## src/design/tss_pkg.sv

```systemverilog
// shared types, codes and constants of the tcp send segmenter
package tss_pkg;

  // request operation codes
  localparam logic [1:0] OP_START = 2'd0;
  localparam logic [1:0] OP_SEND  = 2'd1;
  localparam logic [1:0] OP_RETX  = 2'd2;
  localparam logic [1:0] OP_NONE  = 2'd3;

  // result status codes
  localparam logic [2:0] ST_SEGMENT = 3'd0;
  localparam logic [2:0] ST_EMPTY   = 3'd1;
  localparam logic [2:0] ST_CLOSED  = 3'd2;
  localparam logic [2:0] ST_SHORT   = 3'd3;
  localparam logic [2:0] ST_STARTED = 3'd4;

  // segment size register reset value and floor, window ceiling
  localparam logic [15:0] MSS_RESET = 16'd1460;
  localparam logic [15:0] MSS_FLOOR = 16'd1024;
  localparam logic [15:0] WIN_MAX   = 16'hFFFF;

  typedef struct packed {
    logic [1:0]  operation;
    logic [31:0] ack_point;
    logic [15:0] send_window;
    logic [31:0] buffered_bytes;
    logic        limit_enable;
    logic [15:0] limit_bytes;
    logic        full_only;
    logic        fin_pending;
    logic [31:0] fin_sequence;
    logic [31:0] start_sequence;
  } in_item_t;

  typedef struct packed {
    logic [2:0]  status;
    logic [31:0] segment_sequence;
    logic [15:0] segment_length;
    logic        fin_flag;
    logic        last;
  } out_item_t;

  // controller to datapath commands
  typedef struct packed {
    logic capture;
    logic calc;
    logic decide;
    logic emit;
  } ctl_cmd_t;

  // datapath to controller status
  typedef struct packed {
    logic op_none;
    logic out_free;
    logic emit_last;
  } dp_stat_t;

endpackage

```

## src/design/tss_in_if.sv

```systemverilog
// request channel interface of the tcp send segmenter
interface tss_in_if import tss_pkg::*; ();
  logic     valid;
  logic     ready;
  in_item_t data;

  modport source (output valid, output data, input ready);
  modport sink   (input valid, input data, output ready);
endinterface

```

## src/design/tss_out_if.sv

```systemverilog
// result channel interface of the tcp send segmenter
interface tss_out_if import tss_pkg::*; ();
  logic      valid;
  logic      ready;
  out_item_t data;

  modport source (output valid, output data, input ready);
  modport sink   (input valid, input data, output ready);
endinterface

```

## src/design/tss_datapath.sv

```systemverilog
// sequence state, window arithmetic and result register of the segmenter
module tss_datapath import tss_pkg::*; (
  input  logic      clk,
  input  logic      rst_n,
  input  logic      cfg_wr_en,
  input  logic [15:0] cfg_wr_data,
  input  in_item_t  in_data,
  input  ctl_cmd_t  cmd,
  output dp_stat_t  stat,
  output logic      out_valid,
  input  logic      out_ready,
  output out_item_t out_data
);

  // sequence state and segment size register
  logic [15:0] mss_r;
  logic [31:0] next_r, next_nxt;
  logic [31:0] hs_r, hs_nxt;

  // captured request
  logic [1:0]  op_r;
  logic [31:0] ack_r;
  logic [15:0] wnd_r;
  logic [31:0] buf_r;
  logic        lim_en_r;
  logic [15:0] lim_r;
  logic        full_only_r;
  logic        fin_pend_r;
  logic [31:0] fin_seq_r;
  logic [31:0] start_r;

  // working registers
  logic [31:0] diff_r, diff_nxt;
  logic [15:0] win_r, win_nxt;
  logic [2:0]  status_r, status_nxt;

  // result register
  logic      out_valid_r;
  out_item_t out_data_r, out_data_nxt;

  logic [15:0] mss_eff;
  logic [15:0] win_a, win_b, win_c;
  logic [2:0]  send_status;
  logic        retx_bad;
  logic [15:0] retx_len;
  logic [31:0] start_seq1;
  logic [15:0] seg_len, win_rem;
  logic [31:0] seg_end, seq_after;
  logic        fin_hit, is_seg, out_free;

  // effective segment size, never below the floor
  assign mss_eff = (mss_r < MSS_FLOOR) ? MSS_FLOOR : mss_r;

  // raw window for send, outstanding bytes for retransmit
  assign diff_nxt = (op_r == OP_SEND) ? (ack_r + {16'd0, wnd_r} - hs_r) : (hs_r - ack_r);

  // clip window: behind send point, ceiling, byte limit, buffered bytes
  always_comb begin
    win_a = diff_r[31] ? 16'd0 : ((|diff_r[30:16]) ? WIN_MAX : diff_r[15:0]);
    win_b = (lim_en_r && (lim_r < win_a)) ? lim_r : win_a;
    win_c = ((buf_r[31:16] == 16'd0) && (buf_r[15:0] < win_b)) ? buf_r[15:0] : win_b;
    if (buf_r == 32'd0) begin
      send_status = ST_EMPTY;
    end else if (win_c == 16'd0) begin
      send_status = ST_CLOSED;
    end else if (full_only_r && (win_c < mss_eff)) begin
      send_status = ST_SHORT;
    end else begin
      send_status = ST_SEGMENT;
    end
  end

  // retransmit length and nothing-outstanding check
  assign retx_bad   = (diff_r == 32'd0) || diff_r[31];
  assign retx_len   = ((|diff_r[30:16]) || (diff_r[15:0] >= mss_eff)) ? mss_eff : diff_r[15:0];
  assign start_seq1 = start_r + 32'd1;

  // current segment and fin placement
  assign seg_len   = (win_r < mss_eff) ? win_r : mss_eff;
  assign win_rem   = win_r - seg_len;
  assign seg_end   = next_r + {16'd0, seg_len};
  assign fin_hit   = fin_pend_r && (seg_end == fin_seq_r);
  assign seq_after = fin_hit ? (fin_seq_r + 32'd1) : seg_end;
  assign is_seg    = (status_r == ST_SEGMENT);
  assign out_free  = !out_valid_r || out_ready;

  // next values of the sequence state and working registers
  always_comb begin
    next_nxt   = next_r;
    hs_nxt     = hs_r;
    win_nxt    = win_r;
    status_nxt = status_r;
    if (cmd.decide) begin
      case (op_r)
        OP_START: begin
          status_nxt = ST_STARTED;
          win_nxt    = 16'd0;
          next_nxt   = start_seq1;
          hs_nxt     = start_seq1;
        end
        OP_SEND: begin
          status_nxt = send_status;
          win_nxt    = win_c;
          next_nxt   = hs_r;
        end
        OP_RETX: begin
          status_nxt = retx_bad ? ST_EMPTY : ST_SEGMENT;
          win_nxt    = retx_len;
          next_nxt   = ack_r;
        end
        default: begin
          status_nxt = status_r;
        end
      endcase
    end else if (cmd.emit && is_seg) begin
      win_nxt  = win_rem;
      next_nxt = seq_after;
      if ((win_rem == 16'd0) && (op_r == OP_SEND)) begin
        hs_nxt = seq_after;
      end
    end
  end

  // result item to load
  always_comb begin
    if (is_seg) begin
      out_data_nxt.status           = ST_SEGMENT;
      out_data_nxt.segment_sequence = next_r;
      out_data_nxt.segment_length   = seg_len;
      out_data_nxt.fin_flag         = fin_hit;
      out_data_nxt.last             = (win_rem == 16'd0);
    end else begin
      out_data_nxt.status           = status_r;
      out_data_nxt.segment_sequence = next_r;
      out_data_nxt.segment_length   = 16'd0;
      out_data_nxt.fin_flag         = 1'b0;
      out_data_nxt.last             = 1'b1;
    end
  end

  // control state
  always_ff @(posedge clk) begin
    if (!rst_n) begin
      mss_r       <= MSS_RESET;
      next_r      <= 32'd0;
      hs_r        <= 32'd0;
      out_valid_r <= 1'b0;
    end else begin
      if (cfg_wr_en) begin
        mss_r <= cfg_wr_data;
      end
      next_r <= next_nxt;
      hs_r   <= hs_nxt;
      if (cmd.emit) begin
        out_valid_r <= 1'b1;
      end else if (out_ready) begin
        out_valid_r <= 1'b0;
      end
    end
  end

  // payload registers
  always_ff @(posedge clk) begin
    if (cmd.capture) begin
      op_r        <= in_data.operation;
      ack_r       <= in_data.ack_point;
      wnd_r       <= in_data.send_window;
      buf_r       <= in_data.buffered_bytes;
      lim_en_r    <= in_data.limit_enable;
      lim_r       <= in_data.limit_bytes;
      full_only_r <= in_data.full_only;
      fin_pend_r  <= in_data.fin_pending;
      fin_seq_r   <= in_data.fin_sequence;
      start_r     <= in_data.start_sequence;
    end
    if (cmd.calc) begin
      diff_r <= diff_nxt;
    end
    win_r    <= win_nxt;
    status_r <= status_nxt;
    if (cmd.emit) begin
      out_data_r <= out_data_nxt;
    end
  end

  assign stat.op_none   = (in_data.operation == OP_NONE);
  assign stat.out_free  = out_free;
  assign stat.emit_last = !is_seg || (win_rem == 16'd0);

  assign out_valid = out_valid_r;
  assign out_data  = out_data_r;

  // a held result is never overwritten
  a_no_overwrite: assert property (@(posedge clk) disable iff (!rst_n)
    (out_valid_r && !out_ready) |-> !cmd.emit)
    else $error("result register overwritten while held");

endmodule

```

## src/design/tss_controller.sv

```systemverilog
// request sequencing state machine of the segmenter
module tss_controller import tss_pkg::*; (
  input  logic     clk,
  input  logic     rst_n,
  input  logic     in_valid,
  output logic     in_ready,
  input  dp_stat_t stat,
  output ctl_cmd_t cmd
);

  localparam logic [1:0] S_IDLE   = 2'd0;
  localparam logic [1:0] S_CALC   = 2'd1;
  localparam logic [1:0] S_DECIDE = 2'd2;
  localparam logic [1:0] S_EMIT   = 2'd3;

  logic [1:0] state_r, state_nxt;

  assign in_ready = (state_r == S_IDLE);

  // commands and next state
  always_comb begin
    cmd       = '0;
    state_nxt = state_r;
    case (state_r)
      S_IDLE: begin
        cmd.capture = in_valid;
        if (in_valid && !stat.op_none) begin
          state_nxt = S_CALC;
        end
      end
      S_CALC: begin
        cmd.calc  = 1'b1;
        state_nxt = S_DECIDE;
      end
      S_DECIDE: begin
        cmd.decide = 1'b1;
        state_nxt  = S_EMIT;
      end
      S_EMIT: begin
        cmd.emit = stat.out_free;
        if (stat.out_free && stat.emit_last) begin
          state_nxt = S_IDLE;
        end
      end
      default: begin
        state_nxt = S_IDLE;
      end
    endcase
  end

  always_ff @(posedge clk) begin
    if (!rst_n) begin
      state_r <= S_IDLE;
    end else begin
      state_r <= state_nxt;
    end
  end

  // an accepted request that does real work starts the window step
  a_accept_calc: assert property (@(posedge clk) disable iff (!rst_n)
    (in_valid && in_ready && !stat.op_none) |=> (state_r == S_CALC))
    else $error("accepted request did not start processing");

  // results are loaded only into a free result register
  a_emit_free: assert property (@(posedge clk) disable iff (!rst_n)
    cmd.emit |-> stat.out_free)
    else $error("emit while result register busy");

  // the decision step always leads to emission
  a_decide_emit: assert property (@(posedge clk) disable iff (!rst_n)
    (state_r == S_DECIDE) |=> (state_r == S_EMIT))
    else $error("decision step not followed by emission");

endmodule

```

## src/design/tcp_send_segmenter_top.sv

```systemverilog
// Top level of the tcp send segmenter. Each request is taken while idle, then spends one step
// forming the raw window (or the outstanding byte count) and one step clipping it and choosing
// the outcome; after that one result leaves per cycle while the result channel keeps taking them.
// The block takes no new request until the last result of the current one is loaded into the
// single result register; a request with the no-operation code is dropped with no result.
// The segment size register may be written only while no request is in progress.
module tcp_send_segmenter_top import tss_pkg::*; (
  input  logic        clk,
  input  logic        rst_n,
  input  logic        cfg_wr_en,
  input  logic [15:0] cfg_wr_data,
  tss_in_if.sink      in_chan,
  tss_out_if.source   out_chan
);

  ctl_cmd_t cmd;
  dp_stat_t stat;

  // state machine
  tss_controller u_ctl (
    .clk      (clk),
    .rst_n    (rst_n),
    .in_valid (in_chan.valid),
    .in_ready (in_chan.ready),
    .stat     (stat),
    .cmd      (cmd)
  );

  // arithmetic and result register
  tss_datapath u_dp (
    .clk         (clk),
    .rst_n       (rst_n),
    .cfg_wr_en   (cfg_wr_en),
    .cfg_wr_data (cfg_wr_data),
    .in_data     (in_chan.data),
    .cmd         (cmd),
    .stat        (stat),
    .out_valid   (out_chan.valid),
    .out_ready   (out_chan.ready),
    .out_data    (out_chan.data)
  );

endmodule
```

## src/flat_wrapper.sv

```systemverilog
// flat-port wrapper written by rule: the top's interface ports become plain ports
module tcp_send_segmenter_top_flat import tss_pkg::*;
  (clk, rst_n, cfg_wr_en, cfg_wr_data, in_chan_valid, in_chan_data, in_chan_ready, out_chan_valid, out_chan_data, out_chan_ready);
  tss_in_if in_chan_i ();
  tss_out_if out_chan_i ();
  input  logic clk;
  input  logic rst_n;
  input  logic cfg_wr_en;
  input  logic [15:0] cfg_wr_data;
  input wire logic [$bits(in_chan_i.valid)-1:0] in_chan_valid;
  input wire logic [$bits(in_chan_i.data)-1:0] in_chan_data;
  output wire logic [$bits(in_chan_i.ready)-1:0] in_chan_ready;
  output wire logic [$bits(out_chan_i.valid)-1:0] out_chan_valid;
  output wire logic [$bits(out_chan_i.data)-1:0] out_chan_data;
  input wire logic [$bits(out_chan_i.ready)-1:0] out_chan_ready;
  assign in_chan_i.valid = in_chan_valid;
  assign in_chan_i.data = in_chan_data;
  assign in_chan_ready = in_chan_i.ready;
  assign out_chan_valid = out_chan_i.valid;
  assign out_chan_data = out_chan_i.data;
  assign out_chan_i.ready = out_chan_ready;
  tcp_send_segmenter_top u_core (.clk(clk), .rst_n(rst_n), .cfg_wr_en(cfg_wr_en), .cfg_wr_data(cfg_wr_data), .in_chan(in_chan_i), .out_chan(out_chan_i));
endmodule
```

## config.mk

```make
export PLATFORM = sky130hd
export DESIGN_NAME = tcp_send_segmenter_top_flat
export DESIGN_NICKNAME = d
export VERILOG_FILES = /design/src/design/tss_pkg.sv /design/src/design/tss_in_if.sv /design/src/design/tss_out_if.sv /design/src/design/tss_datapath.sv /design/src/design/tss_controller.sv /design/src/design/tcp_send_segmenter_top.sv /design/src/flat_wrapper.sv
export SDC_FILE = /design/constraint.sdc
export NUM_CORES = 1
export LEC_CHECK = 0
export ABC_AREA = 1
export CAP_MARGIN = 20
export CORE_ASPECT_RATIO = 1.2
export CORE_MARGIN = 3
export CORE_UTILIZATION = 41
export DETAILED_ROUTE_END_ITERATION = 10
export DONT_BUFFER_PORTS = 1
export HOLD_SLACK_MARGIN = 0.05
export SYNTH_ARGS = -nofsm -noshare
export SYNTH_HDL_FRONTEND = slang
export SYNTH_SLANG_ARGS = --single-unit
```

## constraint.sdc

```tcl
create_clock -name clk -period 6.6 [get_ports clk]
set_input_delay 0.66 -clock clk [delete_from_list [all_inputs] [get_ports clk]]
set_output_delay 0.66 -clock clk [all_outputs]
set_load 0.005 [all_outputs]
```

== Word level (Yosys, flattened, before mapping) ==
Index checks and enable logic that the tools add are counted.

* Input bits: 186
* Register bits: 352
* Output and inout bits: 55

* Eq/ne operators: 11
* Reduce and logical (&&, ||, !) cells: 32
* Muxes and demuxes: 33
* Add/subtract/negate cells: 7
* Order comparisons: 6

{| class="wikitable"
|+ Operator list
! operator !! count
|-
| $mux 32 || 8
|-
| $mux 16 || 9
|-
| $pmux 32 s3 || 1
|-
| $add 32x1->32 const B || 2
|-
| $add 32x16->32 || 2
|-
| $logic_not 32->1 || 2
|-
| $lt 16x16->1 || 4
|-
| $sub 32x32->32 || 2
|-
| $logic_not 16->1 || 3
|-
| $pmux 16 s3 || 1
|-
| $eq 32x32->1 || 1
|-
| $ge 16x16->1 || 1
|-
| $lt 16x11->1 const B || 1
|-
| $sub 16x16->16 || 1
|-
| $reduce_or 15->1 || 1
|-
| $mux 2 || 5
|-
| $pmux 3 s3 || 1
|-
| $eq 2x2->1 const B || 4
|-
| $logic_and 1x1->1 || 8
|-
| $pmux 2 s4 || 1
|-
| $mux 1 || 7
|-
| $reduce_and 2->1 || 3
|-
| $reduce_bool 2->1 || 3
|-
| $eq 2x1->1 const B || 2
|-
| 9 further kinds || 16
|}

== Logic depth before layout (Yosys ltp) ==
Gate-level depths: netlist (run 1).

* Depth in word-level cells: 15
* Gate-level depth with buffers: 43

== By module ==
From an unflattened synthesis (run 1), not the netlist that was laid out.

* Cell total of the unflattened synthesis: 2,843
* Area, all modules: 23,641.4 µm²

{| class="wikitable"
|+ Modules (own cells, without submodules)
! module !! area an instance (µm²) !! times used !! cells an instance
|-
| tss_datapath || 23,455.0 || 1 || 2,816
|-
| tss_controller || 186.4 || 1 || 27
|}

== Worst setup path after synthesis (run 1) ==
OpenSTA, ideal clock, no wires.

* Kind: register -> register
* Start point: register u_core.u_dp.mss_r[15]
* End point: register u_core.u_dp.hs_r[17]
* Setup time: 0.119 ns
* Clock period less this slack: 5.642 ns
* Slack: 0.958 ns
* Stages on the path, launching flop included: 40
* Required time: 6.481 ns
* Arrival: 5.523 ns
* Path through: dfxtp_1 > nor4_1 > nand3_1 > clkbuf_1 > nand2_1 > ha_1 > a21oi_1 > nand3b_1 > a21oi_1 > a2111oi_0 > nand2_1 > clkbuf_1 > o21ai_0 > ha_1 > inv_1 > fa_1 > nand3b_1 > nand2_1 > [... 4 more ...] > a21boi_2 > o21ai_4 > nand2_2 > nor2_4 > nand2_2 > nor2_4 > xor2_2 > or2_2 > nand2_2 > nor2_1 > nand4_1 > nor2_4 > nand2_4 > buf_6 > nand2_1 > nand2_1 > nand2_1 > a21oi_1

* Longest elaborated chain between the ends: 11
* Elaborated cells between the ends (all ways): 16
* Those cells by class: add/sub: 2; order compare: 2; eq/ne: 1; mux: 6; reduce/logical: 5

{| class="wikitable"
|+ Ends and longest elaborated chain
! element !! RTL line !! text
|-
| start: declaration || tss_datapath.sv:16 || <nowiki>logic [15:0] mss_r;</nowiki>
|-
| start signal: assignment || tss_datapath.sv:150 || <nowiki>mss_r <= cfg_wr_data;</nowiki>
|-
| $lt 16x11->1 || tss_datapath.sv:52 || <nowiki>assign mss_eff = (mss_r < MSS_FLOOR) ? MSS_FLOOR : mss_r;</nowiki>
|-
| $mux 16 * || tss_datapath.sv:52 ||
|-
| $lt 16x16->1 || tss_datapath.sv:79 || <nowiki>assign seg_len = (win_r < mss_eff) ? win_r : mss_eff;</nowiki>
|-
| $mux 16 * || tss_datapath.sv:79 ||
|-
| named net u_core.u_dp.seg_len[0] || tss_datapath.sv:47 || <nowiki>logic [15:0] seg_len, win_rem;</nowiki>
|-
| $add 32x16->32 || tss_datapath.sv:81 || <nowiki>assign seg_end = next_r + {16'd0, seg_len};</nowiki>
|-
| $eq 32x32->1 || tss_datapath.sv:82 || <nowiki>assign fin_hit = fin_pend_r && (seg_end == fin_seq_r);</nowiki>
|-
| $logic_and 1x1->1 || tss_datapath.sv:82 ||
|-
| $mux 32 || tss_datapath.sv:83 || <nowiki>assign seq_after = fin_hit ? (fin_seq_r + 32'd1) : seg_end;</nowiki>
|-
| $mux 32 || tss_datapath.sv:118 || <nowiki>if ((win_rem == 16'd0) && (op_r == OP_SEND)) begin</nowiki>
|-
| $mux 32 || tss_datapath.sv:115 || <nowiki>end else if (cmd.emit && is_seg) begin</nowiki>
|-
| $mux 32 || tss_datapath.sv:93 || <nowiki>if (cmd.decide) begin</nowiki>
|-
| end signal: assignment || tss_datapath.sv:153 || <nowiki>hs_r <= hs_nxt;</nowiki>
|-
| end: declaration || tss_datapath.sv:18 || <nowiki>logic [31:0] hs_r, hs_nxt;</nowiki>
|}

Mark *: on every way through the listed nets, which the timed path passes. The rest lies on a longest branch. The select of a mux whose other input is x is not followed.
A chain may end at the register's enable or synchronous reset.

== Worst setup path in the final report (run 1) ==
* Start point: register u_core.u_dp.mss_r[15]
* End point: register u_core.u_dp.hs_r[14]

The elaborated chain is that of the path after synthesis.

==> flow_summary.yaml, run 1 <==
critical_path:
  path_common_cell: "nand2_1"
  cp_top_family: "simple AND/OR/NAND/NOR gates"
  path_max_fanout: 17
  path_buf_inv: 4
  cp-start-kind: "register"
  cp.depth: 41
  slowest_delay_ns: 0.35
  crit_arrival_ns: 6.61
  worstReg2RegEnd: "u_core.u_dp.hs_r[14]"
  slowest_stage: "ha_1"
  r2r-start: "u_core.u_dp.mss_r[15]"
  required_ns: 7.11
  r2r_slack_ns: 0.50
  endpoint_kind: "register"
  r2r_cells: 41
  critical_path_class: "reg2reg"
clock_network:
  cts_buffers: 40
  htree_levels: 2
  clk_latency_ns: 0.59
  path_clk_slew_ns: 0.06
  ctsHoldBuffers: 0
  cts-root-buf: "clkbuf_16"
  clk_path_buf_depth: 3
  cts_tree: "built"
  cts.sinks: 352
placement:
  dpl.hpwl_um: 56600
  io_buffers: 0
  post-place-ws_ns: 0.0831
  place_area_um2: 24100
  globalplace.congestion: 0.979
die:
  core_area_um2: 56100
  initial_core_util_pct: 41.4
  fp-row-count: 95
  ios: 241
  fp.dieH_um: 267
  dieArea_um2: 59600
  die_x_um: 223
synthesis:
  yosysTopAreaCell: "edfxtp_1"
  syn_nets: 3152
  ys_ff_latch: 352
  synth.avg_cell_area_um2: 8.49
  syn_area_um2: 23200
  yosys_warnings: 0
  async_flop_share_pct: 0
  ys_types: 56
  ys_seq_area_share_pct: 41.9
  synth_edf_count: 269
  synth-main-ff-cell: "edfxtp_1"
  yosys-top-cells-area: "edfxtp_1, ha_1, nand2_1"
  yosysTopAreaCellShare_pct: 34.7
  syn-instance-count: 2737
power:
  internal_power_w: 0.00635
  power_leakage_nw: 11.0
  p_sw_w: 0.00502
  powerDensity_nw_per_um2: 442
  pwr-share-clk_pct: 19.9
  ir_drop_v: 0.000257
  seqPwrFrac_pct: 32.2
  switching_share_pct: 44.1
  pwr-share-comb_pct: 48.0
finish:
  stdcell_area_um2: 25700
  post-route-util_pct: 45.8
  multiInputGateArea_um2: 11800
  area_delta_synth_final_pct: 10.6
  post_route_cells_drive_above_1_share_pct: 7.11
  nets: 3167
  fillers: 5437
  seqCellArea_um2: 9740
timing:
  max_freq_mhz: 164
  setup_slack_ns: 0.501
  skew_ns: 0.0346
  hold-worst-slack_ns: 0.160
  setup_viol: 0
  finalCritPeriodShare_pct: 92.4
  period_needed_ns: 6.10
  slew_headroom_pct: 34.3
  slew_violations: 0
  worstMarginPinSlew_ns: 0.986
  hold_violations: 0
run:
  cap_violations: 0
grt:
  grt_pass1_wl_um: 108000
  grtUsageTotal_pct: 23.5
  globalRouteOverflowTotal: 0
  grt_start_max_net_pins: 88
  grt_pass1_vias: 19026
  antenna_found_initial: 4
route:
  wire_per_inst_um: 20.7
  drc: 0
  antenna_left: 0
  vias: 19367
  wl_um: 72800
  drtIter0Drc: 1263
  viasPerCell: 5.51
  firstDrtPassIters: 5
worst_hold_path:
  holdPathStages: 0
  min_path_type: "in2reg"
  min_to: "u_core.u_dp.start_r[14]"
  hp-start: "in_chan_data[14]"
run_status:
  status: "finished, final reports clean"
## synthesized netlist by cell type, types with 3 or more instances
cell type	instances
o31ai_1	7
and3_1	3
nor2_1	188
nand3_2	7
xnor2_1	36
or2_2	11
inv_1	370
clkbuf_1	65
nand3_1	102
o21ai_0	254
a21o_1	3
a211oi_1	11
nand2_2	9
buf_4	7
dfxtp_1	83
o21ai_2	6
ha_1	210
a31oi_1	14
o22ai_1	61
and2_1	3
nor3_1	33
nor2_2	3
buf_6	9
clkinv_1	3
a21boi_2	5
edfxtp_1	269
nand4_1	32
a21oi_1	245
fa_1	19
nand2_1	476
o21ai_1	6
nor2_4	4
a21boi_0	4
nand3b_1	18
o21bai_1	5
o21a_1	16
xor2_1	74
buf_1	3
nor4_1	32
a22o_1	5
o211ai_1	5
a2111oi_0	3
## routing by layer
layer | up-vias | GRT usage (%) | wire, um
li1 | 9383 | - | -
met2 | 606 | 42.3 | 36300
met1 | 9179 | 26.3 | 27600
met4 | 2 | 14.1 | 5060
met3 | 197 | 3.77 | 3850
met5 | - | 0 | 13
## metrics by stage
stage	power [W]	std cells	setup TNS [ns]
6_report	0.0114	3514	0
5_1_grt	0.0122	3512	-0.296
4_1_cts	0.0113	3500	0
3_5_place_dp	0.00900	3426	0
3_3_place_gp	0.00889	3426	0
2_1_floorplan	0.00740	2737	0
## placed cells by master, fill, tap and decap left out, types with 6 or more instances in the layout
| master | n |
|---|---|
| a211oi_1 | 11 |
| a21oi_1 | 244 |
| a31oi_1 | 14 |
| buf_4 | 53 |
| clkbuf_16 | 41 |
| clkinv_1 | 6 |
| clkinv_2 | 7 |
| dfxtp_1 | 83 |
| edfxtp_1 | 269 |
| fa_1 | 19 |
| ha_1 | 207 |
| inv_1 | 368 |
| nand2_1 | 474 |
| nand2_2 | 11 |
| nand3_1 | 102 |
| nand3_2 | 7 |
| nand3b_1 | 18 |
| nand4_1 | 32 |
| nor2_1 | 186 |
| nor3_1 | 33 |
| nor4_1 | 28 |
| o21a_1 | 16 |
| o21ai_0 | 236 |
| o21ai_1 | 24 |
| o21ai_2 | 6 |
| o22ai_1 | 61 |
| o31ai_1 | 7 |
| or2_2 | 11 |
| xnor2_1 | 35 |
| xor2_1 | 71 |
## layout make-up
cell class,count,share of cell area (%)
inverters,375,5.51
repair buffers,59,1.96
flip-flops and latches,352,37.9
clock buffers,48,4.15
clock inverters,26,1.02
well taps,727,3.54
diodes,3,0.0292
multi-input cells,1924,45.9
## registers in the layout (all words and copies together), names as in the netlist, 3 cells and up
name	count
u_core.u_dp.ack_r	32
u_core.u_dp.buf_r	32
u_core.u_dp.diff_r	32
u_core.u_dp.fin_seq_r	32
u_core.u_dp.hs_r	32
u_core.u_dp.lim_r	16
u_core.u_dp.mss_r	16
u_core.u_dp.next_r	32
u_core.u_dp.out_data	53
u_core.u_dp.start_r	32
u_core.u_dp.status_r	3
u_core.u_dp.win_r	16
u_core.u_dp.wnd_r	16
## cells by family after synthesis
kind of cell             share of synthesized area (%)
buffers and inverters                             7.94
AND/OR/NAND/NOR                                   17.4
AO/OA/AOI/OAI                                     15.5
multiplexers                                    0.0431
XOR/XNOR                                          4.21
adder cells (fa/ha/maj)                           12.9
flip-flops                                        41.9
## what timing repair did
item / CTS / global route
pin swaps: 0 / 12
setup endpoints to repair: 1 / 69
gates cloned: 0 / 1
buffers inserted: 0 / 9
resized for setup: 1 / 45
## power groups by stage
stage	logic, W	clock network, W	registers [W]
floorplan	0.00395	0	0.00345
detailed placement	0.00530	0	0.00369
global route	0.00613	0.00241	0.00370
CTS	0.00534	0.00232	0.00365
finish	0.00545	0.00226	0.00366
global placement	0.00520	0	0.00369
## worst max-delay path by stage
stage                                start                      end  slack [ns]
finish               u_core.u_dp.mss_r[15]     u_core.u_dp.hs_r[14]        0.50
global route         u_core.u_dp.mss_r[15]   u_core.u_dp.next_r[14]       -0.05
CTS                 u_core.u_dp.diff_r[19]  u_core.u_dp.status_r[0]        0.14
detailed placement  u_core.u_dp.diff_r[29]  u_core.u_dp.status_r[0]        0.08
global placement    u_core.u_dp.diff_r[29]  u_core.u_dp.status_r[0]        0.09
floorplan            u_core.u_dp.mss_r[15]     u_core.u_dp.hs_r[17]        0.96
Note: power is estimated with default switching activity, not from simulation.
==> inputs of run 2 (changes only) <==
--- a/config.mk
+++ b/config.mk
@@ -7,7 +7,7 @@
 export LEC_CHECK = 0
 export ABC_AREA = 1
 export CAP_MARGIN = 20
-export CORE_ASPECT_RATIO = 1.2
+export CORE_ASPECT_RATIO = 0.7
 export CORE_MARGIN = 3
 export CORE_UTILIZATION = 41
 export DETAILED_ROUTE_END_ITERATION = 10
==> run 2 against run 1 <==
Compared with the run above: flip-flop and latch count did not move; critical path depth fell by 2; combinational power rose by 3%; die area barely moved; largest cell class unchanged; worst setup slack got worse by 0.15 ns; sequential power barely moved; total power rose by 1.0%; count of clock-buffer cells in the layout fell by 2.
==> flow_summary.yaml, run 2 (synthesis gave the netlist of run 1 again) <==
clock_network:
  clk_latency_ns: 0.58
  cts_tree: "built"
  cts-root-buf: "clkbuf_16"
  htree_levels: 2
  path_clk_slew_ns: 0.07
  cts.sinks: 352
  clk_path_buf_depth: 3
  cts_buffers: 39
finish:
  post-route-util_pct: 46.3
  seqCellArea_um2: 9740
  layout_common_cells: "nand2_1, inv_1, edfxtp_1"
  multiInputGateArea_um2: 11800
  layout.cells.non_filler: 3531
  area_delta_synth_final_pct: 10.9
  fillers: 5339
  post_route_cells_drive_above_1_share_pct: 7.75
  final_common_cell: "nand2_1"
  nets: 3172
  largest_reg_flops: 53
grt:
  grt_pass1_vias: 18391
  antenna_found_initial: 4
  grt_pass1_wl_um: 108000
  grtUsageTotal_pct: 23.4
  grt_start_max_net_pins: 82
  globalRouteOverflowTotal: 0
critical_path:
  path_common_cell: "nand2_2"
  path_max_fanout: 11
  r2r-start: "u_core.u_dp.mss_r[12]"
  worstReg2RegEnd: "u_core.u_dp.hs_r[13]"
  critical_path_class: "reg2reg"
  required_ns: 7.11
  r2r_cells: 39
  endpoint_kind: "register"
  cp-start-kind: "register"
  crit_arrival_ns: 6.76
  r2r_slack_ns: 0.35
  slowest_delay_ns: 0.45
  crit_start: "u_core.u_dp.mss_r[12]"
  slowest_stage: "fa_1"
timing:
  slew_violations: 0
  skew_ns: 0.0257
  period_needed_ns: 6.25
  hold_violations: 0
  worstMarginPinSlew_ns: 0.946
  setup_viol: 0
  max_freq_mhz: 160
  slew_headroom_pct: 36.9
  finalCritPeriodShare_pct: 94.7
power:
  total_power_w: 0.0115
  powerDensity_nw_per_um2: 446
  ir_drop_v: 0.000215
  power_leakage_nw: 11.0
route:
  drc: 0
  antenna_left: 0
  firstDrtPassIters: 6
  drtIter0Drc: 2120
  wire_per_inst_um: 20.6
  vias: 19721
  wl_um: 72600
  viasPerCell: 5.59
placement:
  globalplace.congestion: 0.970
  dp.cells: 3437
  io_buffers: 0
  dpl.hpwl_um: 56800
die:
  initial_core_util_pct: 41.8
  fp.dieH_um: 205
  die_x_um: 291
  dieArea_um2: 59600
  ios: 241
  fp-row-count: 72
  core_area_um2: 55700
worst_hold_path:
  min_to: "u_core.u_dp.lim_r[9]"
  hp-start: "in_chan_data[75]"
  min_path_type: "in2reg"
  holdPathStages: 0
run:
  cap_violations: 0
run_status:
  status: "finished, final reports clean"
-- run 2: worst max-delay path by stage --
stage | end | slack, ns
after floorplan | u_core.u_dp.hs_r[17] | 0.96
after global placement | u_core.u_dp.hs_r[13] | 0.02
after detailed placement | u_core.u_dp.hs_r[13] | -0.06
after CTS | u_core.u_dp.hs_r[13] | 0.03
after global routing | u_core.u_dp.hs_r[10] | -0.10
final | u_core.u_dp.hs_r[13] | 0.35
-- run 2: cell type report --
cell class | instances | area share, %
Antenna cell | 4 | 0.0388
Clock buffer | 46 | 3.97
Clock inverter | 25 | 1.03
Inverter | 375 | 5.49
Multi-Input combinational cell | 1924 | 45.9
Sequential cell | 352 | 37.8
Tap cell | 740 | 3.59
Timing Repair Buffer | 64 | 2.15
Timing Repair inverter | 1 | 0.0194
-- run 2: metrics by stage --
stage	area [um2]	setup TNS [ns]	worst slack, ns	hold WS (ns)
after global routing	25800	-3.83	-0.105	0.140
after global placement	24100	0	0.0203	0.477
after detailed placement	24100	-0.185	-0.0583	0.497
after CTS	25400	0	0.0257	0.135
final	25800	0	0.347	0.170
after floorplan	23200	0	0.958	0.429
-- run 2: per-layer routing --
layer  up-vias  part of all wire [%]  track usage, %
li1       9404                     -               -
met1      9304                    46            34.1
met2       875                    42            34.9
met3       138                   8.8            4.65
met4         0                   3.1            7.64
met5         -                     0               0
-- run 2: where the power goes --
part           internal, W  switching, W
Sequential         0.00313      0.000522
Combinational      0.00195       0.00366
Clock              0.00125      0.000971
-- run 2: worst max-delay path: cells and delay by family, from the launching register on --
| kind | cells | cell delay [ns] |
|---|---|---|
| simple gates | 19 | 2.37 |
| compound gates | 11 | 1.66 |
| buf+inv | 6 | 0.88 |
| fa+ha+maj | 2 | 0.70 |
| flops | 1 | 0.35 |
| xor+xnor | 1 | 0.20 |
-- run 2: what timing repair did --
action,4_1_cts,5_1_grt
cloned,0,4
setup endpoints to repair,34,69
gates resized for setup,4,55
pin swaps,0,15
setup buffers,0,15
hold buffers,0,0
